`config.mk`:
```
export PLATFORM = sky130hd
export DESIGN_NAME = seven_segment_char_shifter
export DESIGN_NICKNAME = d
export VERILOG_FILES = /design/src/design/sscs_pkg.sv /design/src/design/seven_segment_char_shifter.sv /design/src/design/sscs_queue.sv /design/src/design/sscs_seq.sv
export VERILOG_INCLUDE_DIRS = /design/src /design/src/design
export SDC_FILE = /design/constraint.sdc
export NUM_CORES = 1
export LEC_CHECK = 0
export CAP_MARGIN = 20
export CORE_MARGIN = 10
export CORE_UTILIZATION = 50
export CTS_CLUSTER_SIZE = 24
export DETAILED_ROUTE_END_ITERATION = 16
export DONT_BUFFER_PORTS = 1
export SLEW_MARGIN = 20
export SYNTH_ARGS = -nofsm -noshare
export SYNTH_HDL_FRONTEND = slang
export SYNTH_SLANG_ARGS = --single-unit
```
`constraint.sdc`:
```
create_clock -name clk -period 2.95 [get_ports clk]
set_input_delay 0.4425 -clock clk [delete_from_list [all_inputs] [get_ports clk]]
set_output_delay 0.4425 -clock clk [all_outputs]
set_load 0.01 [all_outputs]
```
`src/design/seven_segment_char_shifter_assert.svh`:
```
// Assertion macros for the seven-segment character shifter.
`ifndef SEVEN_SEGMENT_CHAR_SHIFTER_ASSERT_SVH
`define SEVEN_SEGMENT_CHAR_SHIFTER_ASSERT_SVH

// Same-cycle implication, checked outside reset.
`define SSCS_ASSERT_NOW(lbl, ante, cons) \
	lbl: assert property (@(posedge clk) disable iff (!arst_n) (ante) |-> (cons)) \
		else $error("sscs check failed");

// Next-cycle implication, checked outside reset.
`define SSCS_ASSERT_NEXT(lbl, ante, cons) \
	lbl: assert property (@(posedge clk) disable iff (!arst_n) (ante) |=> (cons)) \
		else $error("sscs check failed");

`endif

```
`src/design/sscs_pkg.sv`:
```
// Shared types, constants and the character-to-segment table of the shifter.
package sscs_pkg;

	// Kind of an output beat.
	typedef enum logic [1:0] {
		KIND_BEGIN = 2'd0,
		KIND_PORT  = 2'd1,
		KIND_END   = 2'd2
	} kind_t;

	// Sequencer states.
	typedef enum logic [1:0] {
		SEQ_IDLE,
		SEQ_FRAME,
		SEQ_END
	} seq_state_t;

	localparam int CHAR_W = 8;
	localparam int PAT_W = 8;
	localparam logic [1:0] PHASE_HIGH = 2'd1;
	localparam logic [1:0] PHASE_LAST = 2'd2;
	localparam logic [2:0] BIT_LAST = 3'd7;
	localparam logic [PAT_W-1:0] PAT_UNKNOWN = 8'hFF;

	// Head of the pattern queue as seen by the sequencer.
	typedef struct packed {
		logic             valid;
		logic [PAT_W-1:0] pattern;
	} head_t;

	// Segment pattern for one character; unknown codes and NUL give all ones.
	function automatic logic [PAT_W-1:0] seg_lookup(input logic [CHAR_W-1:0] ch);
		logic [PAT_W-1:0] pat;
		case (ch)
			8'h20: pat = 8'h00;
			8'h2E: pat = 8'h7F;
			8'h30: pat = 8'h84;
			8'h31: pat = 8'h9F;
			8'h32: pat = 8'hC8;
			8'h33: pat = 8'h8A;
			8'h34: pat = 8'h93;
			8'h35: pat = 8'hA2;
			8'h36: pat = 8'hA0;
			8'h37: pat = 8'h8F;
			8'h38: pat = 8'h80;
			8'h39: pat = 8'h82;
			8'h45: pat = 8'hE0;
			8'h46: pat = 8'hE1;
			8'h48: pat = 8'h91;
			8'h4C: pat = 8'hF4;
			8'h4F: pat = 8'h84;
			8'h50: pat = 8'hC1;
			8'h52: pat = 8'h81;
			8'h61: pat = 8'hFE;
			8'h62: pat = 8'hFD;
			8'h63: pat = 8'hFB;
			8'h64: pat = 8'hF7;
			8'h65: pat = 8'hEF;
			8'h66: pat = 8'hDF;
			8'h67: pat = 8'hBF;
			8'h7A: pat = 8'hEA;
			default: pat = PAT_UNKNOWN;
		endcase
		return pat;
	endfunction

endpackage

```
`src/design/seven_segment_char_shifter.sv`:
```
// Top level of the seven-segment character shifter.
//
//   Channel  Direction  Beat contents
//   s_*      in         tdata[7:0] character
//   m_*      out        tdata[0] data_bit, tdata[1] clock_bit; tuser[1:0] kind; tlast last
//
// Each character yields 26 output beats, one per cycle while m_tready is high;
// the sequencer's output register sets that pace.
// Characters are looked up on entry and queued in a small memory, so up to
// QUEUE_DEPTH + 1 characters can wait while a run is going out.
// Reset is asynchronous and needs no clearing pass; the block is ready right after it.
// A stall on m_tready holds the current beat and fills the queue.
module seven_segment_char_shifter #(
	parameter int QUEUE_DEPTH = 4
) (
	input  logic       clk,
	input  logic       arst_n,
	input  logic       s_tvalid,
	output logic       s_tready,
	input  logic [7:0] s_tdata,   // [7:0] character
	output logic       m_tvalid,
	input  logic       m_tready,
	output logic [7:0] m_tdata,   // [0] data_bit, [1] clock_bit, [7:2] zero
	output logic [1:0] m_tuser,   // [1:0] kind
	output logic       m_tlast
);

	`include "seven_segment_char_shifter_assert.svh"

	sscs_pkg::head_t head;
	logic            take;
	logic            full;
	logic            stored;
	logic            wr_en;

	assign s_tready = !full;
	assign wr_en = s_tvalid && s_tready;

	// Pattern queue, written with the looked-up segment pattern.
	sscs_queue #(
		.DEPTH(QUEUE_DEPTH)
	) u_queue (
		.clk     (clk),
		.arst_n  (arst_n),
		.wr_en   (wr_en),
		.wr_data (sscs_pkg::seg_lookup(s_tdata)),
		.take    (take),
		.full    (full),
		.stored  (stored),
		.head    (head)
	);

	// Run sequencer and output register.
	sscs_seq u_seq (
		.clk      (clk),
		.arst_n   (arst_n),
		.head     (head),
		.take     (take),
		.m_tvalid (m_tvalid),
		.m_tready (m_tready),
		.m_tdata  (m_tdata),
		.m_tuser  (m_tuser),
		.m_tlast  (m_tlast)
	);

	// An accepted character sits in the memory in the cycle after it is accepted.
	`SSCS_ASSERT_NEXT(a_char_stored, wr_en, stored)
	// After an end beat goes out, the next beat is a begin or nothing.
	`SSCS_ASSERT_NEXT(a_begin_after_end, m_tvalid && m_tready && m_tlast,
		!m_tvalid || m_tuser == sscs_pkg::KIND_BEGIN)
	// The head is only taken when it holds a pattern.
	`SSCS_ASSERT_NOW(a_take_valid, take, head.valid)

endmodule

```
`src/design/sscs_queue.sv`:
```
// Pattern queue: a synchronous memory with a registered read port feeding a head slot.
module sscs_queue #(
	parameter int DEPTH = 4
) (
	input  logic                      clk,
	input  logic                      arst_n,
	input  logic                      wr_en,
	input  logic [sscs_pkg::PAT_W-1:0] wr_data,
	input  logic                      take,
	output logic                      full,
	output logic                      stored,
	output sscs_pkg::head_t           head
);

	localparam int AW = (DEPTH > 1) ? $clog2(DEPTH) : 1;

	logic [sscs_pkg::PAT_W-1:0] mem [DEPTH];
	logic [sscs_pkg::PAT_W-1:0] rd_data_q;
	logic [AW-1:0]              wr_ptr_q;
	logic [AW-1:0]              rd_ptr_q;
	logic [AW:0]                level_q;
	logic                       head_valid_q;
	logic                       rd_issue;

	// Read the next entry whenever the head slot is empty or being taken.
	assign rd_issue = (level_q != '0) && (!head_valid_q || take);
	assign full = (level_q == (AW+1)'(DEPTH));
	assign stored = (level_q != '0);
	assign head.valid = head_valid_q;
	assign head.pattern = rd_data_q;

	// Memory array with one write port and one registered read port.
	always_ff @(posedge clk) begin
		if (wr_en) begin
			mem[wr_ptr_q] <= wr_data;
		end
		if (rd_issue) begin
			rd_data_q <= mem[rd_ptr_q];
		end
	end

	// Pointers, fill level and head valid flag.
	always_ff @(posedge clk or negedge arst_n) begin
		if (!arst_n) begin
			wr_ptr_q <= '0;
			rd_ptr_q <= '0;
			level_q <= '0;
			head_valid_q <= 1'b0;
		end else begin
			if (wr_en) begin
				wr_ptr_q <= (wr_ptr_q == AW'(DEPTH - 1)) ? '0 : wr_ptr_q + 1'b1;
			end
			if (rd_issue) begin
				rd_ptr_q <= (rd_ptr_q == AW'(DEPTH - 1)) ? '0 : rd_ptr_q + 1'b1;
			end
			level_q <= level_q + (AW+1)'(wr_en) - (AW+1)'(rd_issue);
			if (rd_issue) begin
				head_valid_q <= 1'b1;
			end else if (take) begin
				head_valid_q <= 1'b0;
			end
		end
	end

endmodule

```
`src/design/sscs_seq.sv`:
```
// Run sequencer: turns one segment pattern into the 26 beats of a shift-out run.
module sscs_seq (
	input  logic                   clk,
	input  logic                   arst_n,
	input  sscs_pkg::head_t        head,
	output logic                   take,
	output logic                   m_tvalid,
	input  logic                   m_tready,
	output logic [7:0]             m_tdata,
	output logic [1:0]             m_tuser,
	output logic                   m_tlast
);

	sscs_pkg::seq_state_t       state_q, state_d;
	logic [sscs_pkg::PAT_W-1:0] shift_q, shift_d;
	logic [2:0]                 bit_q, bit_d;
	logic [1:0]                 phase_q, phase_d;
	logic                       out_valid_q, out_valid_d;
	sscs_pkg::kind_t            kind_q, kind_d;
	logic                       data_q, data_d;
	logic                       clock_q, clock_d;
	logic                       last_q, last_d;
	logic                       adv;

	// The output register can take a new beat when empty or being drained.
	assign adv = !out_valid_q || m_tready;

	// Next state and the beat to place in the output register.
	always_comb begin
		state_d = state_q;
		shift_d = shift_q;
		bit_d = bit_q;
		phase_d = phase_q;
		out_valid_d = adv ? 1'b0 : out_valid_q;
		kind_d = kind_q;
		data_d = data_q;
		clock_d = clock_q;
		last_d = last_q;
		take = 1'b0;
		case (state_q)
			sscs_pkg::SEQ_IDLE: begin
				if (adv && head.valid) begin
					take = 1'b1;
					out_valid_d = 1'b1;
					kind_d = sscs_pkg::KIND_BEGIN;
					data_d = 1'b0;
					clock_d = 1'b0;
					last_d = 1'b0;
					shift_d = head.pattern;
					bit_d = '0;
					phase_d = '0;
					state_d = sscs_pkg::SEQ_FRAME;
				end
			end
			sscs_pkg::SEQ_FRAME: begin
				if (adv) begin
					out_valid_d = 1'b1;
					kind_d = sscs_pkg::KIND_PORT;
					data_d = shift_q[0];
					clock_d = (phase_q == sscs_pkg::PHASE_HIGH);
					last_d = 1'b0;
					if (phase_q == sscs_pkg::PHASE_LAST) begin
						phase_d = '0;
						shift_d = shift_q >> 1;
						bit_d = bit_q + 1'b1;
						if (bit_q == sscs_pkg::BIT_LAST) begin
							state_d = sscs_pkg::SEQ_END;
						end
					end else begin
						phase_d = phase_q + 1'b1;
					end
				end
			end
			sscs_pkg::SEQ_END: begin
				if (adv) begin
					out_valid_d = 1'b1;
					kind_d = sscs_pkg::KIND_END;
					data_d = 1'b0;
					clock_d = 1'b0;
					last_d = 1'b1;
					state_d = sscs_pkg::SEQ_IDLE;
				end
			end
			default: begin
				state_d = sscs_pkg::SEQ_IDLE;
			end
		endcase
	end

	// Control state.
	always_ff @(posedge clk or negedge arst_n) begin
		if (!arst_n) begin
			state_q <= sscs_pkg::SEQ_IDLE;
			bit_q <= '0;
			phase_q <= '0;
			out_valid_q <= 1'b0;
		end else begin
			state_q <= state_d;
			bit_q <= bit_d;
			phase_q <= phase_d;
			out_valid_q <= out_valid_d;
		end
	end

	// Pattern shifter and output payload.
	always_ff @(posedge clk) begin
		shift_q <= shift_d;
		kind_q <= kind_d;
		data_q <= data_d;
		clock_q <= clock_d;
		last_q <= last_d;
	end

	assign m_tvalid = out_valid_q;
	assign m_tdata = {6'b0, clock_q, data_q};
	assign m_tuser = kind_q;
	assign m_tlast = last_q;

endmodule

```
# After elaboration in Yosys (flattened, before gate mapping)

Memory sizes are Yosys's and may differ from the RTL's. A register that Yosys moved wholly into a read port is not among the register bits.
Index checks and enable logic that the tools add are counted.

$add $sub $neg: 6
Eq/ne operators: 13
Multiplexer cells: 42
Reduce and logical (&&, ||, !) cells: 18

Operators with widths:

| cell                                                            | count |
|---|---|
| 8-bit 2-to-1 mux                                                | 4 |
| 2-bit 2-to-1 mux                                                | 12 |
| 8-bit one-hot mux with 2 select lines                           | 1 |
| 1-bit 2-to-1 mux                                                | 14 |
| 2-bit one-hot mux with 3 select lines                           | 2 |
| 2-bit by 1-bit != test with 1-bit output, second input constant | 5 |
| 3-bit 2-to-1 mux                                                | 3 |
| 1-bit one-hot mux with 3 select lines                           | 3 |
| 2-bit == test, second input constant                            | 4 |
| 4-bit AND reduction                                             | 2 |
| 2-bit by 1-bit adder with 2-bit output, second input constant   | 3 |
| 3-bit == test, second input constant                            | 2 |
| 3-bit one-hot mux with 2 select lines                           | 1 |
| 3-bit nonzero test                                              | 2 |
| 5-bit AND reduction                                             | 1 |
| 2-bit by 1-bit == test with 1-bit output, second input constant | 2 |
| 2-bit one-hot mux with 2 select lines                           | 1 |
| 2-bit nonzero test                                              | 2 |
| 3-bit by 1-bit adder with 3-bit output                          | 1 |
| 3-bit by 1-bit adder with 3-bit output, second input constant   | 1 |
| 1-bit logical AND                                               | 3 |
| 1-bit logical NOT                                               | 3 |
| 3-bit AND reduction                                             | 1 |
| 3-bit by 1-bit subtractor with 3-bit output                     | 1 |
| 4 further kinds                                                 | 5 |

Bits in registers: 29
Bits in writable memories: 32
ROM bits: 1024
Input port bits: 12
Output and inout port bits: 13
Logic and storage cells: 94
Memories: 2

Memories:

| name             | words | width | rd ports | clocked after Yosys merged registers in | write ports | line             | text |
|---|---|---|---|---|---|---|---|
| (name not given) | 128   | 8     | 1        | 0                                       | 0           | sscs_pkg.sv:34   | `case (ch)` |
| u_queue.mem      | 4     | 8     | 1        | 1                                       | 1           | sscs_queue.sv:17 | `logic [sscs_pkg::PAT_W-1:0] mem [DEPTH];` |

# Longest topological paths before layout

Gate-level depths: netlist (run 1).

Depth in word-level cells: 8
Mapped depth: 11
Depth with buffers taken out: 11

# Cells and area by module

Synthesis (run 1) repeated with hierarchy kept, for this count alone.

Cells, all modules: 270
Area, all modules: 3646.0 µm²

By module, submodules not included:

| module                     | instances | cells each | area an instance (µm²) | seq. area each (µm²) |
|---|---|---|---|---|
| sscs_queue                 | 1         | 92         | 1874.3                 | 1401.3 |
| sscs_seq                   | 1         | 81         | 1089.8                 | 560.5 |
| seven_segment_char_shifter | 1         | 97         | 681.9                  | 0.0 |

# Worst setup path after synthesis (run 1)

OpenSTA, ideal clock, no wires.

Kind: flip-flop to flip-flop
Start point: register u_seq.state_q[0]
End point: register u_queue.level_q[2]
Setup time: 125 ps
Arrival: 2542 ps
Required time: 2825 ps
Path slack: 283 ps
Cell stages (with the launch flop): 12
Path buffers: 0
Clock period less this slack: 2667 ps
Cells stage by stage: dfrtp_1 inv_1 ha_1 nand2_1 a21oi_1 ha_1 inv_1 ha_1 inv_1 fa_1 xnor2_1 xnor2_1

Longest elaborated chain between the ends: 5

RTL lines:

| item                                        | line             | text |
|---|---|---|
| start, declared                             | sscs_seq.sv:14   | `sscs_pkg::seq_state_t state_q, state_d;` |
| start signal, assigned                      | sscs_seq.sv:93   | `state_q <= sscs_pkg::SEQ_IDLE;` |
| start signal, assigned                      | sscs_seq.sv:98   | `state_q <= state_d;` |
| 2-bit logical NOT                           | sscs_seq.sv:40   | `case (state_q)` |
| 1-bit 2-to-1 mux                            | sscs_seq.sv:40   |  |
| 1-bit logical OR                            | sscs_queue.sv:26 | `assign rd_issue = (level_q != '0) && (!head_valid_q \|\| take);` |
| 1-bit logical AND                           | sscs_queue.sv:26 |  |
| named net u_queue.rd_issue                  | sscs_queue.sv:23 | `logic rd_issue;` |
| 3-bit by 1-bit subtractor with 3-bit output | sscs_queue.sv:56 | `level_q <= level_q + (AW+1)'(wr_en) - (AW+1)'(rd_issue);` |
| end signal, assigned                        | sscs_queue.sv:56 |  |
| end, declared                               | sscs_queue.sv:21 | `logic [AW:0] level_q;` |

The timed path passes the listed nets, and every way through them passes these cells.
A chain may end at the register's enable or synchronous reset.

# Final worst setup path (run 1)

Start point: register u_seq.state_q[1]
End point: register u_queue.level_q[2]

The elaborated chain is that of the path after synthesis.

==> impl_results.md, run 1 <==
- Status: completed
- Yosys top cell by area: edfxtp_1
- GRT overflow: 0
- WP data required: 3.20 ns
- P per Cell Area: 895.1 nW/um^2
- CP Buf/Inv Count: 3
- Maximum vdd drop: approximately 0.00037 V
- Via count: 1963
- Commonest non-fill, non-tap cell in the layout: edfxtp_1
- DRT antenna net count: 0
- Startpoint Class: register
- Mapped Cells: between 200 and 300
- Multi-input logic area: 1376 sq um
- Asr flop ratio synth: 23.53%
- TritonCTS Sinks: a little under 70
- Die width: 103.9 um
- Slew headroom: between 40 and 50%
- Period utilization: between 70 and 80%
- WHS Endpoint: u_queue.mem[1][7]$_DFFE_PP_
- Leakage: 1.387 nW
- Worst hold-check slack: 0.3989 ns
- N_diodes: 0
- Die height: 103.9 um
- Port buffer count: 0
- Critical path class: register to register
- Setup-failing EPs final: 0
- CP delay by family, top: adder cells
- Post-synth EDFFs: 52
- Die Area: 10800 sq um
- Endpoints failing hold: 0
- Max Freq: 436.6 MHz
- Worst r2r dst: u_queue.level_q[2]$_DFF_PN0_
- H-tree depth: 3
- Placement row count: 30
- Dominant synthesized flop cell: edfxtp_1
- Post-CTS sizing: 0
- Vias in the first global route: 1935
- Root Buffer: clkbuf_8
- Core Region: 6832 sq um
- Area growth from synthesis to layout: 6.790%
- Final Cell Area: 3759 sq um
- All-layer global routing usage: 11.46%
- DRC errors left: 0
- WL met2: 2977 um
- Share of the synthesized area in the top cell type: between 40% and 50%
- Worst Hold Launch: s_tdata[4]
- R2R setup slack: about 0.66 ns
- FILL cells: 602
- Initial drt markers: 92
- First-pass GRT wire length: 9977 um
- Final nets: 293
- Cells on worst reg2reg path: 11
- Max cap viols: 0
- Synthesized cell area: around 3500 sq um
- Sequential cell area: 1962 sq um
- Initial core utilization: 51.52%
- Worst hold path type: input pin to register
- Arrival time at the worst endpoint: 2.55 ns
- Worst-skew pair later-pin latency: 0.33 ns
- Crit path cell chain: inv_1 -> ha_1 -> nand2_1 -> a21oi_1 -> ha_1 -> inv_1 -> ha_1 -> inv_1 -> fa_1 -> xnor2_1 -> xnor2_1
- CTS tree: yes
- Largest net degree at the start of global routing: 25
- Final Instance Count excl. Fillers: 361
- Io pins: 25
- Cts bufs inserted: 9
- Skew final: 0.01099 ns
- Number of synthesized register bits: 68
- CTS hold repair buffers: 1
- Area post-placement: 3533 sq um
- Synth unique cells: 55
- Wire per inst: around 17 um
- Area contributors post-synth: edfxtp_1 (44%), dfrtp_1 (11%), ha_1 (7.1%)
- Top Metal Used: met4
- FF-to-FF Start: u_seq.state_q[1]$_DFFE_PN0P_
- Final Max Slew Viols: 0
- CP max FO: 5
- Worst path max stage delay: 0.41 ns
- Yosys warns: 0
- RSZ-0062 raised after global routing: no
- GPL Wtd Cong: between 0.8 and 0.9
- CP max-delay cell: dfrtp_1
- Placed cell count: roughly 340
- Clock Tree Buf Depth: 2
- Vias per std cell: 5.438
- Hold depth: 1
- Post-DP HPWL: 4313 um
- Worst slew pin tran: roughly 0.80 ns
- Final min period: 2.291 ns
- Drt pass-1 iters: 4
- Crit end category: register
- Post-Route Setup TNS: 0 ns
- Routed Wire Length: 5973 um
- Clk pin slew, worst setup/hold paths: roughly 0.070 ns
- Post-CTS Setup Bufs: 0
- Sequential area share after synthesis: about 56%
- Syn avg cell area: 13.49 sq um
- Initial antenna violation count: 0
- Share of cells above drive strength 1: 16.98%
- Post-Route M1 WL: 2766 um
- Detail Route met3 WL: approximately 180 um
- Most frequent cells in the layout: edfxtp_1 (52), ha_1 (20), dfrtp_1 (16)
## through the flow
| stage | total power, mW | util, % | setup slack (ns) |
|---|---|---|---|
| after floorplan | 2.393 | - | 0.2832 |
| after global placement | 2.577 | 51.72 | 0.7366 |
| after detailed placement | 2.596 | 51.72 | 0.6670 |
| after CTS | 3.418 | 55.02 | 0.6573 |
| after global routing | 3.610 | 55.02 | 0.5049 |
| final | 3.364 | 55.02 | 0.6594 |
## power breakdown
part	leakage, nW	switching [mW]	internal [mW]
combinational	0.625	0.461	0.467
sequential	0.652	0.208	1.42
clock	0.109	0.332	0.472
## routing by layer
metal	up-vias	track usage, %
met5	-	0
met4	0	5.368
met3	4	2.974
met2	26	17.84
met1	974	14.55
li1	959	-
## logic make-up after synthesis
| family | synth area share (%) |
|---|---|
| flip-flops | 55.74 |
| other | 0.1065 |
| buffers and inverters | 5.688 |
| XOR/XNOR | 0.9956 |
| AND/OR/NAND/NOR | 9.990 |
| AO/OA/AOI/OAI | 8.461 |
| multiplexers | 11.34 |
| adder cells (fa/ha/maj) | 7.679 |
## sequential cells by signal (all words and copies together) (netlist names)
register	flops
u_queue.rd_ptr_q	2
u_queue.level_q	3
u_queue.wr_ptr_q	2
u_seq.state_q	2
u_seq.m_tuser	2
u_seq.clock_q	1
u_queue.head_valid_q	1
u_seq.shift_q	8
u_seq.phase_q	2
u_seq.m_tvalid	1
u_queue.rd_data_q	8
u_seq.data_q	1
u_queue.mem	32
u_seq.bit_q	3
## how the worst max path moves through the flow
stage | depth (start not counted) | endpoint | startpoint | slack [ns]
after floorplan | 11 | u_queue.level_q[2]$_DFF_PN0_ | u_seq.state_q[0]$_DFFE_PN0P_ | 0.28
after global placement | 11 | u_queue.level_q[2]$_DFF_PN0_ | u_seq.state_q[0]$_DFFE_PN0P_ | 0.74
after detailed placement | 11 | u_queue.level_q[2]$_DFF_PN0_ | u_seq.state_q[0]$_DFFE_PN0P_ | 0.67
after CTS | 11 | u_queue.level_q[2]$_DFF_PN0_ | u_seq.state_q[1]$_DFFE_PN0P_ | 0.66
after global routing | 11 | u_queue.level_q[2]$_DFF_PN0_ | u_seq.state_q[1]$_DFFE_PN0P_ | 0.50
final | 11 | u_queue.level_q[2]$_DFF_PN0_ | u_seq.state_q[1]$_DFFE_PN0P_ | 0.66
## Yosys cell counts, types with 2 or more instances
cell type and count:
a21oi_1 8, a31oi_1 2, a32oi_1 3, and2_1 2
and3_1 6, and3b_1 4, buf_2 7, buf_4 9
clkbuf_1 2, dfrtp_1 16, edfxtp_1 52, ha_1 20
inv_1 13, mux2_2 14, mux2i_1 5, mux4_2 8
nand2_1 13, nand2b_1 5, nand3_1 3, nor2_1 10
nor2b_1 9, nor3_1 2, nor3b_1 2, o211ai_1 6
o21ai_0 5, o221ai_1 4, xnor2_1 3
## area by class of cell
cell class | count | area share, %
sequential | 68 | 52.20
tap | 96 | 3.196
multi-input combinational | 163 | 36.62
clock inverter | 7 | 2.430
timing repair buffer | 4 | 0.8655
inverter | 14 | 1.398
clock buffer | 9 | 3.296
Note: power is estimated with default switching activity, not from simulation.
==> run 2: changes to the inputs <==
==> constraint.sdc (replaced) <==
create_clock -name clk -period 2.15 [get_ports clk]
set_input_delay 0.3225 -clock clk [delete_from_list [all_inputs] [get_ports clk]]
set_output_delay 0.3225 -clock clk [all_outputs]
set_load 0.01 [all_outputs]
==> run 2 against run 1 <==
  * Register-to-register slack got worse by 0.54 ns
  * Power increased by 43%
  * Combinational power increased by 57%
  * First-iteration DRC count decreased by 6.5%
  * Clock-buffer cell count increased by 1
  * Maximum frequency increased by 13%
  * Critical path type unchanged
  * Clock power increased by 37%
  * Sequential share of layout area decreased by 1.6 points
  * Sequential power increased by 37%
  * Utilization increased by 1.7 points
  * Sequential cell count unchanged
==> impl_results.md, run 2 (synthesis gave the netlist of run 1 again) <==
- Die Area: 10800 sq um (unchanged)
- TritonCTS Sinks: 68 (unchanged)
- Cts bufs inserted: 9 (unchanged)
- DRC errors left: 0 (unchanged)
- CP max FO: 5 (unchanged)
- Max cap viols: 0 (unchanged)
- R2R setup slack: 0.12 ns (-0.54 ns)
- Initial drt markers: 86 (-6.5%)
- Max Freq: 492.3 MHz (+13%)
- Period utilization: 94.48% (+17 points)
- Largest net degree at the start of global routing: 25 (unchanged)
- Worst-skew pair later-pin latency: 0.34 ns (about the same)
- DRT antenna net count: 0 (unchanged)
- Root Buffer: clkbuf_8
- Status: completed
- FILL cells: 570 (-5.3%)
- Initial core utilization: 51.52% (unchanged)
- Via count: 2019 (+2.9%)
- FF-to-FF Start: u_seq.state_q[1]$_DFFE_PN0P_
- NetSw: 1.462 mW (+46%)
- First-pass GRT wire length: 9956 um (-0.21%)
- GPL Wtd Cong: 0.8372 (+2.7%)
- Startpoint Class: register
- Core Region: 6832 sq um (unchanged)
- Multi-input logic area: 1423 sq um (+3.4%)
- Slew headroom: 48.43% (+1.9 points)
- Worst hold path type: input pin to register
- Crit path cell chain: inv_2 -> ha_4 -> nand2_2 -> a21oi_4 -> ha_1 -> inv_1 -> ha_1 -> inv_1 -> fa_2 -> xnor2_2 -> xnor2_1
- Endpoints failing hold: 0 (unchanged)
- CP delay by family, top: adder cells
- Flop pwr share: 46.7% (-1.8 points)
- Combinational Power Share: 30.3% (+2.7 points)
- Drt pass-1 iters: 5 (+1)
- Arrival time at the worst endpoint: 2.26 ns (-0.29 ns)
- Share of cells above drive strength 1: 23.72% (+6.7 points)
- Cells on worst reg2reg path: 11 (unchanged)
- Final Max Slew Viols: 0 (unchanged)
- H-tree depth: 3 (unchanged)
- Most flops, register: u_queue.mem
- WP data required: 2.38 ns (-0.82 ns)
- Io pins: 25 (unchanged)
- Maximum vdd drop: 0.0005411 V (+44%)
- Placed cell count: 350 (+1.7%)
- Final Instance Count excl. Fillers: 370 (+2.5%)
- Worst slew pin tran: 0.7711 ns (-0.02853 ns)
- Clk pwr share: 23.0% (-0.9 points)
- Post-DP HPWL: 4252 um (-1.4%)
- Initial antenna violation count: 0 (unchanged)
- All-layer global routing usage: 11.25% (-0.21 points)
- WHS Endpoint: u_queue.mem[2][5]$_DFFE_PP_
- Largest register FFs: 32 (unchanged)
- Wire per inst: 15.95 um (-3.6%)
- Port buffer count: 0 (unchanged)
- P per Cell Area: 1240 nW/um^2 (+39%)
- Crit end category: register
- Die height: 103.9 um (unchanged)
- N_diodes: 0 (unchanged)
- Pre-CTS worst setup slack: 0.04141 ns (-0.6256 ns)
- Leakage: 1.437 nW (+3.6%)
- Setup-failing EPs final: 0 (unchanged)
- Sequential cell area: 1963 sq um (about the same)
- Most frequent cells in the layout: edfxtp_1 (52), ha_1 (19), dfrtp_1 (15)
- Int Pwr: 3.344 mW (+42%)
- Die width: 103.9 um (unchanged)
- Worst Hold Launch: s_tdata[7]
- Commonest non-fill, non-tap cell in the layout: edfxtp_1
- Skew final: 0.01538 ns (+0.004393 ns)
- Setup ws final: 0.1186 ns (-0.5408 ns)
- Routed Wire Length: 5902 um (-1.2%)
- Worst path max stage delay: 0.39 ns (-0.02 ns)
- GRT overflow: 0 (unchanged)
- CP Buf/Inv Count: 3 (unchanged)
- CTS tree: yes
- Largest regs: u_queue.mem x32, u_queue.rd_data_q x8, u_seq.shift_q x8
- Vias per std cell: 5.457 (+0.35%)
- Area growth from synthesis to layout: 10.13%
- CP max-delay cell: dfrtp_1
- Hold depth: 1 (unchanged)
- Critical path class: register to register
- Placement row count: 30 (unchanged)
- Sw frac: 30.41% (+0.64 points)
- Worst Setup SP: u_seq.state_q[1]$_DFFE_PN0P_
- Worst r2r dst: u_queue.level_q[2]$_DFF_PN0_
- Clk pin slew, worst setup/hold paths: 0.08 ns (about the same)
- Clock Tree Buf Depth: 2 (unchanged)
- Final min period: 2.031 ns (-0.2592 ns)
- Vias in the first global route: 2035 (+5.2%)
- Final nets: 302 (+3.1%)
-- run 2: worst max path at each step --
stage	end	slack, ns	cells after the start
after floorplan	u_queue.level_q[2]$_DFF_PN0_	-0.08	11
after global placement	u_queue.level_q[2]$_DFF_PN0_	0.11	11
after detailed placement	u_queue.level_q[2]$_DFF_PN0_	0.04	11
after CTS	u_queue.level_q[2]$_DFF_PN0_	0.03	11
after global routing	u_queue.level_q[2]$_DFF_PN0_	-0.04	11
final	u_queue.level_q[2]$_DFF_PN0_	0.12	11
-- run 2: worst reg2reg max path, stage by stage, from the launching register on --
cell and delay (ns):
dfrtp_1 0.39, inv_2 0.09, ha_4 0.16, nand2_2 0.07
a21oi_4 0.14, ha_1 0.24, inv_1 0.06, ha_1 0.13
inv_1 0.05, fa_2 0.34, xnor2_2 0.14, xnor2_1 0.12
-- run 2: power by group through the flow --
stage | Combinational (mW) | Clock [mW] | Sequential (mW)
detailed placement | 1.37 | 0 | 2.27
CTS | 1.39 | 1.13 | 2.24
finish | 1.46 | 1.10 | 2.24
floorplan | 1.19 | 0 | 2.12
global placement | 1.35 | 0 | 2.26
global route | 1.65 | 1.20 | 2.30
-- run 2: stage by stage --
| stage | hold slack (ns) | util (%) | power, mW | cell area, sq um | setup TNS (ns) |
|---|---|---|---|---|---|
| final | 0.2509 | 56.74 | 4.806 | 3876 | 0 |
| after global routing | 0.2716 | 56.74 | 5.151 | 3876 | -0.04082 |
| after CTS | 0.2403 | 55.99 | 4.763 | 3825 | 0 |
| after detailed placement | 0.02740 | 52.66 | 3.646 | 3597 | 0 |
| after global placement | 0.02756 | 52.66 | 3.609 | 3597 | 0 |
| after floorplan | 0.02691 | - | 3.312 | 3557 | -0.09290 |
-- run 2: cell type report --
cell class | count | share of cell area (%)
clock buffers | 10 | 3.841
flip-flops and latches | 68 | 50.65
repair buffers | 13 | 2.582
multi-input cells | 163 | 36.70
clock inverters | 6 | 1.775
well taps | 96 | 3.099
inverters | 14 | 1.356
-- run 2: metal layers --
metal  GRT usage, %  routed length [um]
met1          13.48                2627
met2          18.11                2939
met3          2.788                 243
met4          6.262                  92
met5              0                   0
-- run 2: repair_timing --
item	CTS	global route
hold buffers	1	0
setup buffers	0	3
endpoints found under the setup margin	0	2
hold endpoints to repair	16	0
gates resized for setup	0	8
